<file path="src/design/osg_queue.sv">
// Short FIFO between the classifying front and the arithmetic back.
module osg_queue #(
    parameter int W     = 8,
    parameter int DEPTH = 2
) (
    input  logic         clk,
    input  logic         rst_n,
    input  logic         push,
    input  logic [W-1:0] wdata,
    input  logic         pop,
    output logic [W-1:0] rdata,
    output logic         full,
    output logic         empty
);

    localparam int PW = (DEPTH > 1) ? $clog2(DEPTH) : 1;
    localparam int CW = $clog2(DEPTH + 1);

    logic [W-1:0]  mem_reg [DEPTH];
    logic [PW-1:0] wr_reg, wr_next;
    logic [PW-1:0] rd_reg, rd_next;
    logic [CW-1:0] cnt_reg, cnt_next;

    assign full  = (cnt_reg == CW'(DEPTH));
    assign empty = (cnt_reg == '0);
    assign rdata = mem_reg[rd_reg];

    always_comb
    begin
        wr_next  = wr_reg;
        rd_next  = rd_reg;
        cnt_next = cnt_reg;
        if (push)
        begin
            wr_next = (wr_reg == PW'(DEPTH - 1)) ? '0 : wr_reg + 1'b1;
        end
        if (pop)
        begin
            rd_next = (rd_reg == PW'(DEPTH - 1)) ? '0 : rd_reg + 1'b1;
        end
        if (push && !pop)
        begin
            cnt_next = cnt_reg + 1'b1;
        end
        else if (pop && !push)
        begin
            cnt_next = cnt_reg - 1'b1;
        end
    end

    always_ff @(posedge clk or negedge rst_n)
    begin
        if (!rst_n)
        begin
            wr_reg  <= '0;
            rd_reg  <= '0;
            cnt_reg <= '0;
        end
        else
        begin
            wr_reg  <= wr_next;
            rd_reg  <= rd_next;
            cnt_reg <= cnt_next;
        end
    end

    always_ff @(posedge clk)
    begin
        if (push)
        begin
            mem_reg[wr_reg] <= wdata;
        end
    end

endmodule

</file>
<file path="config.mk">
export PLATFORM = sky130hd
export DESIGN_NAME = osg_queue
export DESIGN_NICKNAME = d
export VERILOG_FILES = /design/src/design/osg_queue.sv
export SDC_FILE = /design/constraint.sdc
export NUM_CORES = 1
export LEC_CHECK = 0
export ABC_AREA = 1
export BUFFER_PORTS_ARGS = -buffer_cell sky130_fd_sc_hd__buf_2
export CAP_MARGIN = 20
export CORE_UTILIZATION = 46
export DETAILED_ROUTE_END_ITERATION = 10
export PLACE_DENSITY = 0.71
export SLEW_MARGIN = 20
export SYNTH_ARGS = -nofsm -noshare
export SYNTH_HDL_FRONTEND = slang
export SYNTH_SLANG_ARGS = --single-unit
</file>
<file path="constraint.sdc">
create_clock -name clk -period 1.3 [get_ports clk]
set_input_delay 0 -clock clk [delete_from_list [all_inputs] [get_ports clk]]
set_output_delay 0 -clock clk [all_outputs]
set_load 0.01 [all_outputs]
</file>
==> metrics.md <==
| Metric | Value |
|---|---|
| Post-synth EDFFs | 16 |
| Core area | 1580 µm² |
| Footprint of the multi-input gates | 200 µm² |
| Maximum vdd drop | 1.30 mV |
| Syn nets | between 60 and 70 |
| Synth warn | 0 |
| Multiplexer area fraction after synthesis | 14.7% |
| Sw Pwr | 0.000636 W |
| Die X | between 40 and 50 µm |
| Share of cells above drive strength 1 | about 43% |
| Largest family of logic cells by synthesized area | multiplexers |
| Drt total wl | between 1 and 1.5 mm |
| Reg2reg setup slack | 260 ps |
| Area of the die | 1950 µm² |
| Vias per cell | 4.73 |
| Comb power frac | 42.0% |
| # IOs | 22 |
| Worst-margin pin slew | 335 ps |
| DRC Markers | 0 |
| RD Place Congestion | 0.639 |
| Reg clk slew, reported paths | 100 ps |
| Crit path to | rdata[0] |
| Std-Cell Rows | 14 |
| I/O Buffers | 21 |
| Min cycle time layout | 1280 ps |
| Post-synth top area cell | edfxtp_1 |
| Detailed Route Iter0 Violations | 8 |
| Count leader, synth | edfxtp_1 |
| Clk sinks | 20 |
| FF+latch count, synth | 20 |
| Worst hold slack | ~28 ps |
| Slew margin rel. | just under 80% |
| Via count | 501 |
| Register area share after synthesis | 70.9% |
| Clock power share | 15.4% |
| Critical Path Sink Type | output port |
| Die height | 44.2 µm |
| Worst EP required | 1300 ps |
| Largest register FFs | 16 |
| Hpwl dp | 853 µm |
| Synth top cells by count | edfxtp_1, mux2_4, inv_1, nand2_1, dfrtp_1 |
| Final hold viol count | 0 |
| Clk root buf | clkbuf_4 |
| Clock tree buffer depth | 2 |
| DP Area | 947 µm² |
| HP Class | primary input to async pin |
| RSZ-0062 raised after global routing | true |
| Async SR Flop Fraction | 20.0% |
| Max-cap violation count | 0 |
| GRT Util Overall | approximately 15% |
| Clk Latency, worst-skew pair | 290 ps |
| Fraction of the mapped netlist area in compound gates | 0% |
| Library cells used by synthesis | 12 |
| CTS tree | done |
| End of the worst register-to-register path | mem_reg[1][2] |
| Pwr Density | between 1500 and 2000 nW/µm² |
| Fillers | 112 |
| Period utilization | 98.5% |
| Nets | roughly 100 |
| P&R area growth vs syn | 43.6% |
| Global-route wire length before repair | 2.01 mm |
| Remaining antenna violation count | 0 |
| Max Clk Rate | between 700 and 800 MHz |
| Starting Density | 51.9% |
| Synth Area in XOR/XNOR | 3.21% |
| Reg2Reg Depth | 2 |
| CP Data Arrival Time | roughly 1300 ps |
| Crit Path Category | flip-flop to output port |
| WL/cell | 12.6 µm |
| Pins Over Slew Limit | 0 |
| Pin count of the biggest net entering global routing | 12 |
| H-tree depth | 1 |
| Num CTS Buffers | 3 |
| Highest net fanout along the worst path | 5 |
| Seq. cell area | 582 µm² |
| Pint | 0.00161 W |
| Yosys top cell area share | between 50 and 60% |
| Synthesized area per cell | 16.4 µm² |
| Fin Setup TNS | 0 ps |
| Ant. Diodes | 0 |
| Switching share of power | between 20% and 30% |
| Synth top area cells | edfxtp_1, mux2_4, dfrtp_1, inv_1, nand2_1 |
| Sequential power share | 42.6% |
| Adder-cell share of the synthesized area | 1.53% |
| Ys flop type | edfxtp_1 |
| Post-Syn Instances | 50 |
| Initial antenna violation count | 0 |
| Vias in the first global route | 455 |
| # setup viols final | 0 |
| Synth Area in Simple Gates | 5.05% |
| Static Leak | 0.535 nW |
| Status | completed |
| Reg-to-reg startpoint | wr_reg |
| Pre-Repair DR Iteration Count | 5 |
| Cell area after synthesis | 818 µm² |
| Crit path from | rd_reg |
| Fin Clk Skew | 1.53 ps |
| Total congestion overflow | 0 |
| Crit start category | flip-flop |
| Final instance area | 1170 µm² |
[repair_timing]
action	4_1_cts	5_1_grt
setup endpoints to repair	8	8
hold buffers	11	0
setup buffers	3	0
hold endpoints to repair	22	0
gates cloned	0	0
resized for setup	1	12
[power by group through the flow]
stage	Sequential, W	Combinational (W)	Clock (W)
floorplan	0.000943	0.000509	0
global placement	0.00102	0.000612	0
detailed placement	0.00103	0.000626	0
CTS	0.000951	0.000785	0.000357
global route	0.000977	0.00102	0.000377
finish	0.000959	0.000944	0.000346
[kinds of logic after synthesis]
logic type / after synthesis
xor gates and xnor gates: 3
DFF: 20
and+or+nand+nor: 10
muxes: 8
buffers and inverters: 8
adders and majority gates: 1
[layout by cell type (no fill, tap or decap), drive strengths merged]
cell,n
buf,26
clkbuf,4
dfrtp,4
dlygate4sd3,11
edfxtp,16
ha,1
inv,7
mux2,8
nand2,5
nand3,1
nand4,1
nor2,3
xnor2,1
xor2,2
[stage by stage]
stage	instances	total power (W)	util [%]	setup WS [ps]
floorplan	50	0.00145	-	156
global placement	88	0.00164	60.1	173
detailed placement	88	0.00166	60.1	169
CTS	106	0.00209	70.7	-7.92
global route	106	0.00237	74.5	-30.3
finish	106	0.00225	74.5	19.8
[final cells by class]
cell class,instances,area share [%]
Clock buffer,4,3.09
Inverter,7,2.24
Multi-Input combinational cell,22,17.0
Sequential cell,20,49.5
Tap cell,16,1.70
Timing Repair Buffer,37,26.4
[critical path: stages (launching register included)]
cell and delay, ps:
dfrtp_2 430, buf_6 140, mux2_4 300, buf_6 120
[routing by layer]
| metal | global-route usage [%] | part of all wire, % | vias up |
|---|---|---|---|
| met5 | 0 | 0 | - |
| met3 | 2.86 | 3.4 | 4 |
| met2 | 24.4 | 55 | 14 |
| met4 | 9.09 | 2.7 | 0 |
| met1 | 18.6 | 39 | 230 |
| li1 | - | - | 253 |
[how the worst min path moves through the flow]
stage           from         end  slack (ps)  cells past startpoint
3_5_place_dp   rst_n  cnt_reg[1]        -190                      1
6_report       rst_n  cnt_reg[1]          30                      2
3_3_place_gp   rst_n  cnt_reg[1]        -190                      1
2_1_floorplan  rst_n  cnt_reg[0]        -300                      0
5_1_grt        rst_n  cnt_reg[1]          20                      2
4_1_cts        rst_n  cnt_reg[1]          20                      2
No activity file was read; power rests on OpenSTA's default activity.
