### src/design/osg_pkg.sv
// Shared constants, types and Horner coefficients for the octant sphere grid unit.
package osg_pkg;

    localparam int DEF_FRAC_BITS  = 16;
    localparam int DEF_INDEX_BITS = 12;
    localparam int QUEUE_DEPTH    = 2;

    localparam int CFG_W   = 12;
    localparam int STEP_W  = 12;
    localparam int FIELD_W = 17;

    localparam logic [CFG_W-1:0] GRID_RESET = 12'd64;

    // Q31 angle and series arithmetic
    localparam int QX_W  = 32;
    localparam int X2_W  = 33;
    localparam int V_W   = 32;
    localparam int T_W   = 34;
    localparam int RCP_SHIFT = 34;

    localparam logic [31:0] HALF_PI_Q31 = 32'hC90F_DAA2;
    localparam logic [31:0] Q31_ONE     = 32'h8000_0000;
    localparam logic [31:0] Q31_HALF    = 32'h4000_0000;

    localparam int NUM_SIN = 6;
    localparam int NUM_COS = 7;

    localparam logic [7:0] SIN_DIVS [NUM_SIN] = '{8'd156, 8'd110, 8'd72, 8'd42, 8'd20, 8'd6};
    localparam logic [7:0] COS_DIVS [NUM_COS] =
        '{8'd182, 8'd132, 8'd90, 8'd56, 8'd30, 8'd12, 8'd2};

    // floor(2^34 / k) for each divisor
    localparam logic [T_W-1:0] SIN_RECIP [NUM_SIN] = '{
        34'd110127366, 34'd156180628, 34'd238609294,
        34'd409044504, 34'd858993459, 34'd2863311530};
    localparam logic [T_W-1:0] COS_RECIP [NUM_COS] = '{
        34'd94394885, 34'd130150524, 34'd190887435, 34'd306783378,
        34'd572662306, 34'd1431655765, 34'd8589934592};

    typedef enum logic [1:0] {
        PT_NORMAL,
        PT_POLE,
        PT_OUTSIDE
    } pt_class_t;

endpackage

### src/design/osg_front.sv
// Front end: register file, transaction acceptance and grid point classification.
module osg_front #(
    parameter int INDEX_BITS = 12
) (
    input  logic                           clk,
    input  logic                           rst_n,
    input  logic                           start,
    output logic                           busy,
    input  logic                           cfg_write,
    input  logic [osg_pkg::CFG_W-1:0]      cfg_data,
    input  logic [osg_pkg::STEP_W-1:0]     polar_step,
    input  logic [osg_pkg::STEP_W-1:0]     azimuth_step,
    input  logic                           full,
    output logic                           push,
    output osg_pkg::pt_class_t             out_cls,
    output logic [INDEX_BITS-1:0]          out_j,
    output logic [INDEX_BITS-1:0]          out_i,
    output logic [INDEX_BITS-1:0]          out_nt,
    output logic [INDEX_BITS-1:0]          out_d
);

    import osg_pkg::*;

    localparam int IB = INDEX_BITS;

    logic [CFG_W-1:0] grid_reg;
    logic             fv_reg, fv_next;
    pt_class_t        cls_reg, cls_next;
    logic [IB-1:0]    j_reg, i_reg, nt_reg, d_reg;
    logic [IB-1:0]    j_in, i_in, nt_in, d_in;
    logic             accept;

    assign j_in   = IB'(polar_step);
    assign i_in   = IB'(azimuth_step);
    assign nt_in  = IB'(grid_reg);
    assign d_in   = nt_in - j_in;
    assign busy   = fv_reg & full;
    assign accept = start & ~busy;
    assign push   = fv_reg & ~full;

    always_comb
    begin
        priority if (j_in > nt_in)
        begin
            cls_next = PT_OUTSIDE;
        end
        else if (i_in > d_in)
        begin
            cls_next = PT_OUTSIDE;
        end
        else if (j_in == nt_in)
        begin
            cls_next = PT_POLE;
        end
        else
        begin
            cls_next = PT_NORMAL;
        end
    end

    always_comb
    begin
        if (accept)
        begin
            fv_next = 1'b1;
        end
        else if (push)
        begin
            fv_next = 1'b0;
        end
        else
        begin
            fv_next = fv_reg;
        end
    end

    always_ff @(posedge clk or negedge rst_n)
    begin
        if (!rst_n)
        begin
            grid_reg <= GRID_RESET;
            fv_reg   <= 1'b0;
        end
        else
        begin
            if (cfg_write)
            begin
                grid_reg <= cfg_data;
            end
            fv_reg <= fv_next;
        end
    end

    // hold the transaction until the queue has room
    always_ff @(posedge clk)
    begin
        if (accept)
        begin
            cls_reg <= cls_next;
            j_reg   <= j_in;
            i_reg   <= i_in;
            nt_reg  <= nt_in;
            d_reg   <= d_in;
        end
    end

    assign out_cls = cls_reg;
    assign out_j   = j_reg;
    assign out_i   = i_reg;
    assign out_nt  = nt_reg;
    assign out_d   = d_reg;

endmodule

### config.mk
export PLATFORM = sky130hd
export DESIGN_NAME = osg_front
export DESIGN_NICKNAME = d
export VERILOG_FILES = /design/src/design/osg_pkg.sv /design/src/design/osg_front.sv
export SDC_FILE = /design/constraint.sdc
export NUM_CORES = 1
export LEC_CHECK = 0
export BUFFER_PORTS_ARGS = -buffer_cell sky130_fd_sc_hd__buf_2
export CORE_MARGIN = 2
export CORE_UTILIZATION = 51
export CTS_CLUSTER_DIAMETER = 60
export DETAILED_ROUTE_END_ITERATION = 12
export PLACE_DENSITY = 0.8
export SLEW_MARGIN = 20
export SYNTH_ARGS = -nofsm -noshare
export SYNTH_HDL_FRONTEND = slang
export SYNTH_SLANG_ARGS = --single-unit
### constraint.sdc
create_clock -name clk -period 4.5 [get_ports clk]
set_clock_uncertainty 0.05 [all_clocks]
set_input_delay 0.225 -clock clk [delete_from_list [all_inputs] [get_ports clk]]
set_output_delay 0.225 -clock clk [all_outputs]
set_load 0.005 [all_outputs]
==> results.ini <==
[status]
status=finished clean

[yosys]
syn_avg_cell_area_um2=13.1
syn_area_um2=3070
synth.top_cell.area_share=0.489
ys_seq_area_frac=0.595
synth-seq-cells=63
synth_top_cell_by_area=edfxtp_1
synth_edf_count=50
synthArstFlopShare=0.206
ys_types=41
netlist_instances=235
syn_nets=301
synthFlopType=edfxtp_1
ys_warn_count=0
yosys-top-cells-area=edfxtp_1 (49%), dfrtp_1 (9.8%), ha_1 (9.8%)

[hold_path]
hold_start=polar_step[5]
hold_path_class=in2reg
whs_path_depth=1

[critical_path]
path_max_fanout=9
critPathKind=reg2reg
crit_slowest_cell=dfstp_2
timing.rr.end=out_cls[0]$_SDFFCE_PP0P_
path_common_cell=ha_1
startpoint=grid_reg[6]$_DFFE_PN1P_
critPathCaptureType=flop
path_buf_inv=0
crit_chain=ha_1, and4_4, and2_4, o21a_1, nor3_1, xor2_1, ha_1, nand4_1, a211o_1, a31oi_1, a211oi_1
cp-endpoint=out_cls[0]$_SDFFCE_PP0P_
r2r_slack_ps=1340
slowest_delay_ps=550
start_kind=flop
cp_data_required_time_ps=4520
reg2reg_from=grid_reg[6]$_DFFE_PN1P_
r2r_cells=11
cp_data_arrival_time_ps=3180
crit_family=simple AND/OR/NAND/NOR gates
cp.depth=11

[clock_network]
clk_pin_slew_worst_paths_ps=70
clock_latency_ps=330
cts_tree=done
clkSinkCount=63
cts_max_level=3
cts_buffer_depth=2
clock-root-buffer=clkbuf_8
cts_buffers=9
post-cts-setup-buffer-count=0

[detailed_routing]
wire_per_inst_um=14.0
route.detailed.drc=0
first_iter_violations=122
dr.pass1.iters=5
wl_um=5770
via_per_inst=5.12
vias=2113
antenna_left=0

[global_routing]
grt_overflow=0
grt_pass1_wl_um=8840
antenna_found_initial=0
grt_pass1_vias=1957
grt_util_all_layers=0.181
grt_max_degree=51

[layout]
fill_cells=460
num_antenna_cells=0
fin_area_um2=3780
regArea_um2=1830
drive_above_1_share=0.373
mostFrequentLayoutCells=buf_2 (92), edfxtp_1 (50), ha_1 (24), inv_1 (23)
multi_input_area_um2=1110
instances_no_fill=413
layout_commonest_cell=buf_2
syn_to_final_growth_pct=23.0
fin_nets=399

[pwr]
intPower_uw=1090
ir_drop_mv=0.242
swShare=0.265
net-switching-power_uw=394
power_frac_seq=0.478
leakage_uw=0.00168
comb_power_share=0.227
power_density_nw_per_um2=394
power_uw=1490
clockPowerShare=0.295

[floorplanning]
std_cell_rows=28
die_area_um2=6660
core_um2=5890
die_x_um=81.6
initial_utilization=0.522
pin_count=93
die_h_um=81.6

[sta]
hold_violations=0
rsz0062_at_grt=no
tns_ps=0
max_slew_margin=0.586
hold_slack_ps=36.0
fmax_mhz=317
min_period_ps=3160
tightest_slew_ps=621
setup_violations=0
finalCritPeriodShare=0.701
drv_slew=0

[job]
drv_cap=0

[placement]
dpl_cell_area_um2=3590
dpl.hpwl_um=4370
place.gp.congestion=0.842
dp.cells=396
numPortBuffers=92

==> power groups by stage <==
stage / clock network (uW) / logic [uW] / registers, uW
final: 438 / 338 / 711
after global routing: 471 / 379 / 716
after CTS: 448 / 338 / 712
after detailed placement: 0 / 336 / 723
after global placement: 0 / 323 / 722
after floorplan: 0 / 225 / 728
==> routing by layer <==
metal,GRT usage,vias to the layer above,part of all wire
met3,0.0407,12,0.067
met2,0.273,85,0.45
met1,0.232,963,0.45
li1,-,1053,-
met4,0.123,0,0.024
met5,0,-,0
==> synth_stat cells, types with 2 or more instances <==
cell type,n
edfxtp_1,50
ha_1,24
inv_1,23
a21oi_1,12
dfrtp_1,12
mux2_2,11
nand2_1,10
o21ai_0,9
nand4_1,6
nor2_1,6
xnor2_1,6
nand2b_1,5
nor2b_1,5
nor3_1,5
xor2_1,5
or3_1,4
a21o_1,3
a21oi_2,3
buf_6,3
clkbuf_1,3
o21ai_1,3
a211oi_1,2
and2_1,2
and3_1,2
and4_4,2
nand3_1,2
o21a_1,2
or2_2,2
==> cells by family (layout without fill, tap and decap cells) <==
group	count (synthesis)	count (layout)	share of synthesized area
XOR/XNOR	11	11	0.0314
flip-flops	63	63	0.595
adder cells (fa/ha/maj)	25	25	0.104
AND/OR/NAND/NOR	55	55	0.103
multiplexers	11	11	0.0403
buffers and inverters	30	133	0.0452
AO/OA/AOI/OAI	40	40	0.0807
==> cell type report <==
type	count	area share
sequential	63	0.484
multi-input combinational	142	0.294
timing repair buffer	94	0.126
clock buffer	16	0.0477
tap	75	0.0248
inverter	23	0.0228
==> worst register-to-register path, delay by kind of cell, from the launching register on <==
kind / cells / cell delay [ps]
adder cells (fa/ha/maj): 2 / 650
AO/OA/AOI/OAI: 4 / 670
AND/OR/NAND/NOR: 4 / 860
XOR/XNOR: 1 / 120
flip-flops: 1 / 550
==> what timing repair did <==
item | 4_1_cts | 5_1_grt
gates resized for setup | 0 | 0
setup endpoints to repair | 0 | 0
endpoints found under the hold margin | 13 | 0
hold buffers | 1 | 0
==> per-stage QoR <==
stage / util / setup WS (ps)
2_1_floorplan: - / 1230
3_3_place_gp: 0.610 / 1460
3_5_place_dp: 0.610 / 1370
4_1_cts: 0.642 / 1350
5_1_grt: 0.642 / 1170
6_report: 0.642 / 1340
==> worst min path at each step <==
stage | endpoint | slack [ps]
floorplan | fv_reg$_DFFE_PN0P_ | -120
global placement | fv_reg$_DFFE_PN0P_ | 80
detailed placement | fv_reg$_DFFE_PN0P_ | 80
CTS | out_j[5]$_DFFE_PP_ | 20
global route | out_j[9]$_DFFE_PP_ | 30
finish | out_j[5]$_DFFE_PP_ | 40
No activity file was read; power rests on OpenSTA's default activity.
